### config.mk
export PLATFORM = sky130hd
export DESIGN_NAME = scaled_log10_power_to_db_core
export DESIGN_NICKNAME = d
export VERILOG_FILES = /design/src/hw/rtl/sldb_pkg.sv /design/src/hw/rtl/sldb_log2_unit.sv /design/src/hw/rtl/scaled_log10_power_to_db_core.sv
export VERILOG_INCLUDE_DIRS = /design/src /design/src/hw/rtl
export SDC_FILE = /design/constraint.sdc
export NUM_CORES = 2
export LEC_CHECK = 0
export ABC_AREA = 1
export BUFFER_PORTS_ARGS = -buffer_cell sky130_fd_sc_hd__clkbuf_2
export CAP_MARGIN = 20
export CORE_MARGIN = 2
export CORE_UTILIZATION = 40
export DETAILED_ROUTE_END_ITERATION = 6
export GPL_TIMING_DRIVEN = 0
export RECOVER_POWER = 100
export SYNTH_ARGS = -nofsm -noshare
export SYNTH_HDL_FRONTEND = slang
export SYNTH_HIERARCHICAL = 1
export SYNTH_SLANG_ARGS = --single-unit
### constraint.sdc
create_clock -name clk -period 8.4 [get_ports clk]
set_input_delay 1.68 -clock clk [delete_from_list [all_inputs] [get_ports clk]]
set_output_delay 1.68 -clock clk [all_outputs]
set_load 0.05 [all_outputs]
### src/hw/rtl/scaled_log10_power_to_db_core_defines.svh
// Assertion macros shared by the block's RTL files.
`ifndef SCALED_LOG10_POWER_TO_DB_CORE_DEFINES_SVH
`define SCALED_LOG10_POWER_TO_DB_CORE_DEFINES_SVH
`ifndef SYNTHESIS
// Check on every clock edge outside reset.
`define SLDB_ASSERT(lbl, prop) \
	lbl: assert property (@(posedge clk) disable iff (!arst_n) (prop)) \
	else $error("sldb check failed");
// Check on every clock edge, reset included.
`define SLDB_ASSERT_RST(lbl, prop) \
	lbl: assert property (@(posedge clk) (prop)) \
	else $error("sldb reset check failed");
`else
`define SLDB_ASSERT(lbl, prop)
`define SLDB_ASSERT_RST(lbl, prop)
`endif
`endif

### src/hw/rtl/sldb_pkg.sv
package sldb_pkg;

	// Float layout
	localparam int MANT_BITS = 23;
	localparam int EXP_BITS  = 8;
	localparam int EXP_BIAS  = 127;

	// Table and interpolation sizing
	localparam int TABLE_INDEX_BITS = 6;
	localparam int INTERP_FRAC_BITS = 16;
	localparam int REM_BITS         = MANT_BITS - TABLE_INDEX_BITS;
	localparam int ROM_ENTRIES      = (1 << TABLE_INDEX_BITS) + 1;
	localparam int ROM_AW           = TABLE_INDEX_BITS + 1;
	localparam int ENTRY_W          = INTERP_FRAC_BITS + 1;
	localparam int MUL_W            = ENTRY_W + REM_BITS;

	// log2 value: 9-bit signed exponent over the fraction bits
	localparam int L2_W = INTERP_FRAC_BITS + EXP_BITS + 1;

	// Scaling and output
	localparam int CFG_W     = 24;
	localparam int LEVEL_W   = 24;
	localparam int OUT_FRAC  = 8;
	localparam int PROD_W    = L2_W + CFG_W;
	localparam int DROP_BITS = INTERP_FRAC_BITS + OUT_FRAC;
	localparam int SHIFT_W   = PROD_W - DROP_BITS;
	localparam int SUM_W     = SHIFT_W + 1;

	localparam logic [PROD_W-1:0] ROUND_HALF = PROD_W'(1) << (DROP_BITS - 1);

	// log2 of the smallest normal value
	localparam logic signed [L2_W-1:0] CLAMP_L2 =
		L2_W'(-(126 * (1 << INTERP_FRAC_BITS)));

	// Configuration registers
	localparam int CFG_IDX_W = 2;
	localparam logic [CFG_IDX_W-1:0] REG_LOG_SCALE = 2'd0;
	localparam logic [CFG_IDX_W-1:0] REG_OFFSET_DB = 2'd1;
	localparam logic signed [CFG_W-1:0] LOG_SCALE_RST = 24'sd197283;
	localparam logic signed [CFG_W-1:0] OFFSET_DB_RST = 24'sd0;

	typedef logic [ENTRY_W-1:0] rom_entry_t;
	typedef rom_entry_t rom_t [ROM_ENTRIES];

	// Item leaving the log2 stages
	typedef struct packed {
		logic                   valid;
		logic                   clamped;
		logic signed [L2_W-1:0] l2;
	} l2_item_t;

	// Build log2(1 + i/2^TABLE_INDEX_BITS) by repeated squaring of a Q30 value,
	// one spare bit, rounded half up; last point is exactly 1.0.
	function automatic rom_t build_rom();
		rom_t        rom;
		logic [63:0] y;
		logic [63:0] acc;
		for (int i = 0; i < ROM_ENTRIES - 1; i++) begin
			y   = (64'd1 << 30) + (64'(i) << (30 - TABLE_INDEX_BITS));
			acc = 64'd0;
			for (int b = 0; b < INTERP_FRAC_BITS + 1; b++) begin
				y   = (y * y) >> 30;
				acc = acc << 1;
				if (y >= (64'd1 << 31)) begin
					y      = y >> 1;
					acc[0] = 1'b1;
				end
			end
			rom[i] = ENTRY_W'((acc + 64'd1) >> 1);
		end
		rom[ROM_ENTRIES-1] = ENTRY_W'(1) << INTERP_FRAC_BITS;
		return rom;
	endfunction

	localparam rom_t LOG_ROM = build_rom();

endpackage

### src/hw/rtl/sldb_log2_unit.sv
`include "scaled_log10_power_to_db_core_defines.svh"

module sldb_log2_unit import sldb_pkg::*; (
	input  logic        clk,
	input  logic        arst_n,
	input  logic        in_valid,
	output logic        in_ready,
	input  logic [31:0] sample_bits,
	output l2_item_t    l2_item,
	input  logic        l2_ready
);

	logic en1, en2, en3;

	logic                    valid_s1, clamped_s1;
	logic [EXP_BITS-1:0]     exp_s1;
	logic [REM_BITS-1:0]     rem_s1;
	rom_entry_t              t0_s1, t1_s1;

	logic                    valid_s2, clamped_s2;
	logic [EXP_BITS-1:0]     exp_s2;
	rom_entry_t              t0_s2;
	logic [MUL_W-1:0]        mul_s2;

	logic                    valid_s3, clamped_s3;
	logic signed [L2_W-1:0]  l2_s3;

	logic                    clamp_d;
	logic [EXP_BITS-1:0]     exp_raw, exp_d;
	logic [MANT_BITS-1:0]    mant_raw, mant_d;
	logic [TABLE_INDEX_BITS-1:0] idx_d;
	logic [ROM_AW-1:0]       addr0, addr1;
	rom_entry_t              diff;
	rom_entry_t              frac;
	logic signed [EXP_BITS:0] exp_unb;

	// Advance a stage when it is empty or the next one moves
	assign en3      = !valid_s3 || l2_ready;
	assign en2      = !valid_s2 || en3;
	assign en1      = !valid_s1 || en2;
	assign in_ready = en1;

	// Decode the float and clamp sign, zero, denormal and NaN
	assign exp_raw  = sample_bits[MANT_BITS +: EXP_BITS];
	assign mant_raw = sample_bits[MANT_BITS-1:0];
	assign clamp_d  = sample_bits[31] || (exp_raw == '0) ||
		((exp_raw == '1) && (mant_raw != '0));
	assign exp_d    = clamp_d ? EXP_BITS'(1) : exp_raw;
	assign mant_d   = clamp_d ? '0 : mant_raw;
	assign idx_d    = mant_d[MANT_BITS-1 -: TABLE_INDEX_BITS];
	assign addr0    = {1'b0, idx_d};
	assign addr1    = addr0 + ROM_AW'(1);

	// Stage 1: table lookup of both neighbor points
	always_ff @(posedge clk or negedge arst_n) begin
		if (!arst_n) begin
			valid_s1 <= 1'b0;
		end else if (en1) begin
			valid_s1 <= in_valid;
		end
	end

	always_ff @(posedge clk) begin
		if (en1) begin
			clamped_s1 <= clamp_d;
			exp_s1     <= exp_d;
			rem_s1     <= mant_d[REM_BITS-1:0];
			t0_s1      <= LOG_ROM[addr0];
			t1_s1      <= LOG_ROM[addr1];
		end
	end

	// Stage 2: slope times remainder
	assign diff = t1_s1 - t0_s1;

	always_ff @(posedge clk or negedge arst_n) begin
		if (!arst_n) begin
			valid_s2 <= 1'b0;
		end else if (en2) begin
			valid_s2 <= valid_s1;
		end
	end

	always_ff @(posedge clk) begin
		if (en2) begin
			clamped_s2 <= clamped_s1;
			exp_s2     <= exp_s1;
			t0_s2      <= t0_s1;
			mul_s2     <= MUL_W'(diff) * MUL_W'(rem_s1);
		end
	end

	// Stage 3: add interpolated fraction to the unbiased exponent
	assign frac    = t0_s2 + ENTRY_W'(mul_s2 >> REM_BITS);
	assign exp_unb = $signed({1'b0, exp_s2}) - (EXP_BITS+1)'(EXP_BIAS);

	always_ff @(posedge clk or negedge arst_n) begin
		if (!arst_n) begin
			valid_s3 <= 1'b0;
		end else if (en3) begin
			valid_s3 <= valid_s2;
		end
	end

	always_ff @(posedge clk) begin
		if (en3) begin
			clamped_s3 <= clamped_s2;
			l2_s3      <= $signed({exp_unb, {INTERP_FRAC_BITS{1'b0}}}) +
				$signed({{(L2_W-ENTRY_W){1'b0}}, frac});
		end
	end

	assign l2_item.valid   = valid_s3;
	assign l2_item.clamped = clamped_s3;
	assign l2_item.l2      = l2_s3;

	`SLDB_ASSERT(a_rom_monotone, valid_s1 |-> (t1_s1 >= t0_s1))
	`SLDB_ASSERT(a_clamp_l2, (valid_s3 && clamped_s3) |-> (l2_s3 == CLAMP_L2))
	`SLDB_ASSERT(a_s2_hold, (valid_s2 && !en3) |=> (valid_s2 && $stable(mul_s2)))
	`SLDB_ASSERT_RST(a_rst_empty, !arst_n |=> (!valid_s1 && !valid_s2 && !valid_s3))

endmodule

### src/hw/rtl/scaled_log10_power_to_db_core.sv
// Power to decibel converter: level = log_scale * log2(x) + offset_db.
// Input channel: sample_bits is a single-precision bit pattern, taken when
// in_valid and in_ready are both high. Output channel: level (signed, 8
// fraction bits, saturated) and clamped, taken when out_valid and out_ready
// are both high. Zero, negative, denormal and NaN samples are replaced by
// the smallest normal value and flagged with clamped.
// An accepted item passes through the register stages table lookup,
// interpolation multiply, log2 assembly, scale multiply and
// round/offset/saturate before out_valid; throughput is one item per cycle
// while out_ready is high. When out_ready is low the pipeline holds; empty
// stages still fill, so in_ready stays high until every stage holds an item.
// Configuration: cfg_we writes cfg_wdata to register cfg_index (0 log_scale,
// 1 offset_db) at the clock edge; other indexes are ignored. Write only
// while the pipeline is empty.
// Reset empties all stages and loads log_scale = 197283, offset_db = 0.
`include "scaled_log10_power_to_db_core_defines.svh"

module scaled_log10_power_to_db_core import sldb_pkg::*; (
	input  logic                 clk,
	input  logic                 arst_n,
	input  logic                 cfg_we,
	input  logic [CFG_IDX_W-1:0] cfg_index,
	input  logic [CFG_W-1:0]     cfg_wdata,
	input  logic                 in_valid,
	output logic                 in_ready,
	input  logic [31:0]          sample_bits,
	output logic                 out_valid,
	input  logic                 out_ready,
	output logic [LEVEL_W-1:0]   level,
	output logic                 clamped
);

	logic signed [CFG_W-1:0] log_scale_q, offset_db_q;

	l2_item_t l2_item;
	logic     en4, en5;

	logic                     valid_s4, clamped_s4;
	logic signed [PROD_W-1:0] prod_s4;

	logic                     valid_s5, clamped_s5;
	logic [LEVEL_W-1:0]       level_s5;

	logic [PROD_W-1:0]        rounded;
	logic signed [SHIFT_W-1:0] shifted;
	logic signed [SUM_W-1:0]  sum;
	logic [LEVEL_W-1:0]       sat;

	// Configuration registers
	always_ff @(posedge clk or negedge arst_n) begin
		if (!arst_n) begin
			log_scale_q <= LOG_SCALE_RST;
			offset_db_q <= OFFSET_DB_RST;
		end else if (cfg_we) begin
			unique case (cfg_index)
				REG_LOG_SCALE: log_scale_q <= cfg_wdata;
				REG_OFFSET_DB: offset_db_q <= cfg_wdata;
				default: ;
			endcase
		end
	end

	sldb_log2_unit u_log2 (
		.clk         (clk),
		.arst_n      (arst_n),
		.in_valid    (in_valid),
		.in_ready    (in_ready),
		.sample_bits (sample_bits),
		.l2_item     (l2_item),
		.l2_ready    (en4)
	);

	// Advance when empty or when the next stage moves
	assign en5 = !valid_s5 || out_ready;
	assign en4 = !valid_s4 || en5;

	// Stage 4: scale multiply
	always_ff @(posedge clk or negedge arst_n) begin
		if (!arst_n) begin
			valid_s4 <= 1'b0;
		end else if (en4) begin
			valid_s4 <= l2_item.valid;
		end
	end

	always_ff @(posedge clk) begin
		if (en4) begin
			clamped_s4 <= l2_item.clamped;
			prod_s4    <= PROD_W'(l2_item.l2) * PROD_W'(log_scale_q);
		end
	end

	// Stage 5: round half up, drop fraction bits, add offset, saturate
	assign rounded = prod_s4 + ROUND_HALF;
	assign shifted = $signed(rounded[PROD_W-1:DROP_BITS]);
	assign sum     = SUM_W'(shifted) + SUM_W'(offset_db_q);

	always_comb begin
		if (sum[SUM_W-1:LEVEL_W-1] == '0 || sum[SUM_W-1:LEVEL_W-1] == '1) begin
			sat = sum[LEVEL_W-1:0];
		end else if (sum[SUM_W-1]) begin
			sat = {1'b1, {(LEVEL_W-1){1'b0}}};
		end else begin
			sat = {1'b0, {(LEVEL_W-1){1'b1}}};
		end
	end

	always_ff @(posedge clk or negedge arst_n) begin
		if (!arst_n) begin
			valid_s5 <= 1'b0;
		end else if (en5) begin
			valid_s5 <= valid_s4;
		end
	end

	always_ff @(posedge clk) begin
		if (en5) begin
			clamped_s5 <= clamped_s4;
			level_s5   <= sat;
		end
	end

	assign out_valid = valid_s5;
	assign level     = level_s5;
	assign clamped   = clamped_s5;

	`SLDB_ASSERT(a_ready_when_out_free, !valid_s5 |-> in_ready)
	`SLDB_ASSERT(a_s4_hold, (valid_s4 && !en5) |=> (valid_s4 && $stable(prod_s4)))
	`SLDB_ASSERT_RST(a_rst_out_empty, !arst_n |=> (!valid_s4 && !valid_s5))

endmodule
==> impl_metrics.json <==
{
  "worst_skew_pair.late_latency_ns": 0.61,
  "async_reset_ff_frac": 0.2284,
  "cpPeakStageDelay_ns": 0.82,
  "crit_path_end_kind": "register",
  "area_delta_synth_final_pct": 7.310,
  "setup_viol": 0,
  "hold_path.class": "reg -> reg",
  "drt-total-wl_um": 162800,
  "hold_ws_ns": 0.4128,
  "fin_cells": 7728,
  "nets": 7404,
  "worstPathMaxFanout": 10,
  "yosys-top-cells-count": "1577 x inv_1, 1488 x nand2_1, 853 x fa_1, 417 x nor2_1, 321 x ha_1",
  "critPathBufInv": 7,
  "yosysTopAreaCellShare": 0.3599,
  "syn-mean-instance-area_um2": 7.858,
  "clkTransAtPathRegs_ns": 0.06,
  "synth_most_common_cell": "inv_1",
  "cpMostUsedCell": "fa_1",
  "synth_area_um2": 47450,
  "worst_pin_slew_ns": 3.164,
  "ctsRootBufferMaster": "clkbuf_16",
  "rsz0062_at_grt": "no",
  "antenna_cells": 0,
  "synth_nets": 7275,
  "report.final.slew_viol_count": 159,
  "numPortBuffers": 87,
  "via_count": 39110,
  "path_class": "reg -> reg",
  "grt_usage": 0.2729,
  "fin_util": 0.4318,
  "firstDrtPassIters": 6,
  "wl_per_cell_um": 21.07,
  "cp_slowest_cell": "clkbuf_1",
  "worstPathArrival_ns": 8.46,
  "multi_input_area_um2": 33870,
  "fmax_mhz": 123.1,
  "synth_seq_cells": 232,
  "die_x_um": 348.4,
  "required_ns": 8.73,
  "cp-start-kind": "register",
  "cts_inserted_buffers": 31,
  "clock_path_buffers": 3,
  "dp.cells": 7665,
  "maxCapViolations": 4,
  "ys.flop_type": "edfxtp_1",
  "netlist_instances": 6038,
  "status": "finished, violations left",
  "regArea_um2": 6710,
  "die_area_um2": 121400,
  "ioPinCount": 90,
  "grt_max_degree": 62,
  "first_global_vias": 40970,
  "row_count": 126,
  "critPathTopFamily": "adder cells",
  "gp_congestion": 0.9963,
  "grt_pass1_wl_um": 248700,
  "synth_top_cells_by_area": "fa_1 36%, inv_1 12%, nand2_1 12%",
  "htree_levels": 1,
  "drt-vias-per-instance": 5.060,
  "overflow": 0,
  "yosys_warnings": 6,
  "drive_gt1_frac": 0.04328,
  "synth.distinct_cells": 58,
  "drtIter0Drc": 3057,
  "cts_hold_buf": 0,
  "yosys.area.top_type": "fa_1",
  "antenna_found_initial": 4,
  "core_um2": 117900,
  "reg2reg_slack_ns": 0.28,
  "fin_crit_sh": 0.9669,
  "synth_seq_area_share": 0.1414,
  "cts_tree": "done",
  "period_minus_slack_ns": 8.122,
  "fillCellCount": 12200,
  "clock_sinks": 232,
  "place_hpwl_um": 136300,
  "hold_violations": 0,
  "violations": "capacitance limit, slew limit",
  "slew_headroom": -1.109,
  "fin_skew_ns": 0.01629,
  "path_cells": "clkbuf_1 > clkbuf_1 > nand2_1 > fa_1 > fa_1 > fa_1 > inv_1 > fa_1 > inv_1 > fa_1 > inv_1 > fa_1 > inv_1 > fa_1 > inv_1 > ha_1 > a21oi_1 > o21ai_0 > a21boi_0 > o21ai_0 > nand2_1 > nand3_1 > nand2_1 > nand2_1",
  "ant_nets": 0,
  "die_y_um": 348.4,
  "synth_edf_count": 179,
  "drc": 0,
  "start_util": 0.4023
}
==> metal layers <==
| layer | GRT usage | up-vias | part of all wire |
|---|---|---|---|
| met5 | 0 | - | 0.000049 |
| met4 | 0.1212 | 2 | 0.050 |
| met3 | 0.03581 | 333 | 0.064 |
| met2 | 0.4635 | 1406 | 0.48 |
| met1 | 0.3476 | 19340 | 0.41 |
| li1 | - | 18030 | - |
==> flip-flops by register name (all words and copies together) (netlist names), 8 cells and up <==
signal / flops
u_log2/t1_s1: 17
prod_s4: 26
u_log2/exp_s1: 8
u_log2/rem_s1: 17
log_scale_q: 24
u_log2/l2_s3: 25
u_log2/mul_s2: 17
u_log2/exp_s2: 8
u_log2/t0_s2: 16
level: 24
offset_db_q: 24
u_log2/t0_s1: 16
==> area by class of cell <==
cell class,count,share of cell area
inverters,1592,0.1176
clock inverters,21,0.003834
well taps,1536,0.03775
repair buffers,101,0.01084
plain buffers,200,0.01733
flip-flops and latches,232,0.1318
clock buffers,37,0.01568
multi-input cells,4009,0.6652
==> path summary, 6_finish.rpt <==
check,cells past startpoint,endpoint,startpoint
worst max-delay path,24,prod_s4[45],log_scale_q[4]
worst min-delay path,0,u_log2/clamped_s3,u_log2/clamped_s2
worst max register to register,24,prod_s4[45],log_scale_q[4]
worst min register to register,0,u_log2/clamped_s3,u_log2/clamped_s2
max in group asynchronous,1,u_log2/valid_s1,arst_n
min in group asynchronous,1,log_scale_q[11],arst_n
==> placed cells by master, fill, tap and decap left out, types with 6 or more instances in the layout <==
master and instances:
a21boi_0 6, a21o_1 11, a21oi_1 180, a31oi_1 9, buf_2 15, buf_4 10
buf_6 10, clkbuf_1 196, clkbuf_16 31, clkbuf_2 68, clkinv_1 7, clkinv_2 6
clkinvlp_4 7, dfrtp_1 46, dfstp_2 7, edfxtp_1 179, fa_1 852, ha_1 321
inv_1 1576, inv_2 7, nand2_1 1488, nand2_2 12, nand3_1 209, nand3b_1 6
nand4_1 46, nor2_1 420, nor3_1 35, nor4_1 8, o211ai_1 8, o21ai_0 162
o21ai_1 7, o21bai_1 19, or2_2 40, xnor2_1 33, xor2_1 74
==> what timing repair did <==
item,4_1_cts,5_1_grt
setup endpoints to repair,6,22
setup buffers,0,6
pin swaps,0,0
resized for setup,1,40
==> cells by family after synthesis <==
logic type               count (synthesis)  synth area share
AND/OR/NAND/NOR                       2299            0.1994
buffers and inverters                 1797            0.1451
adder cells (fa/ha/maj)               1174            0.4446
AO/OA/AOI/OAI                          425           0.04887
flip-flops                             232            0.1414
XOR/XNOR                               111           0.02065
==> worst reg2reg max path: stages, from the launching register on <==
cell      delay [ns]
dfrtp_1         0.32
clkbuf_1        0.63
clkbuf_1        0.83
nand2_1         0.19
fa_1            0.51
fa_1            0.53
fa_1            0.55
inv_1           0.06
fa_1            0.49
inv_1           0.05
fa_1            0.53
inv_1           0.06
fa_1            0.47
inv_1           0.06
fa_1            0.53
inv_1           0.06
ha_1            0.33
a21oi_1         0.42
o21ai_0         0.25
a21boi_0        0.38
o21ai_0         0.21
nand2_1         0.16
nand3_1         0.09
nand2_1         0.06
nand2_1         0.09
==> stage by stage <==
step / instance area, µm² / setup WS (ns) / TNS, ns
2_1_floorplan: 47450 / 1.446 / 0
3_3_place_gp: 49800 / -0.2509 / -0.6466
3_5_place_dp: 49900 / -0.2608 / -0.7233
4_1_cts: 50900 / 0.04071 / 0
5_1_grt: 50910 / 0.001644 / 0
6_report: 50910 / 0.2780 / 0
Power is not shown: default switching activity piles up to over one toggle a cycle in this logic, so the estimate is an artifact.
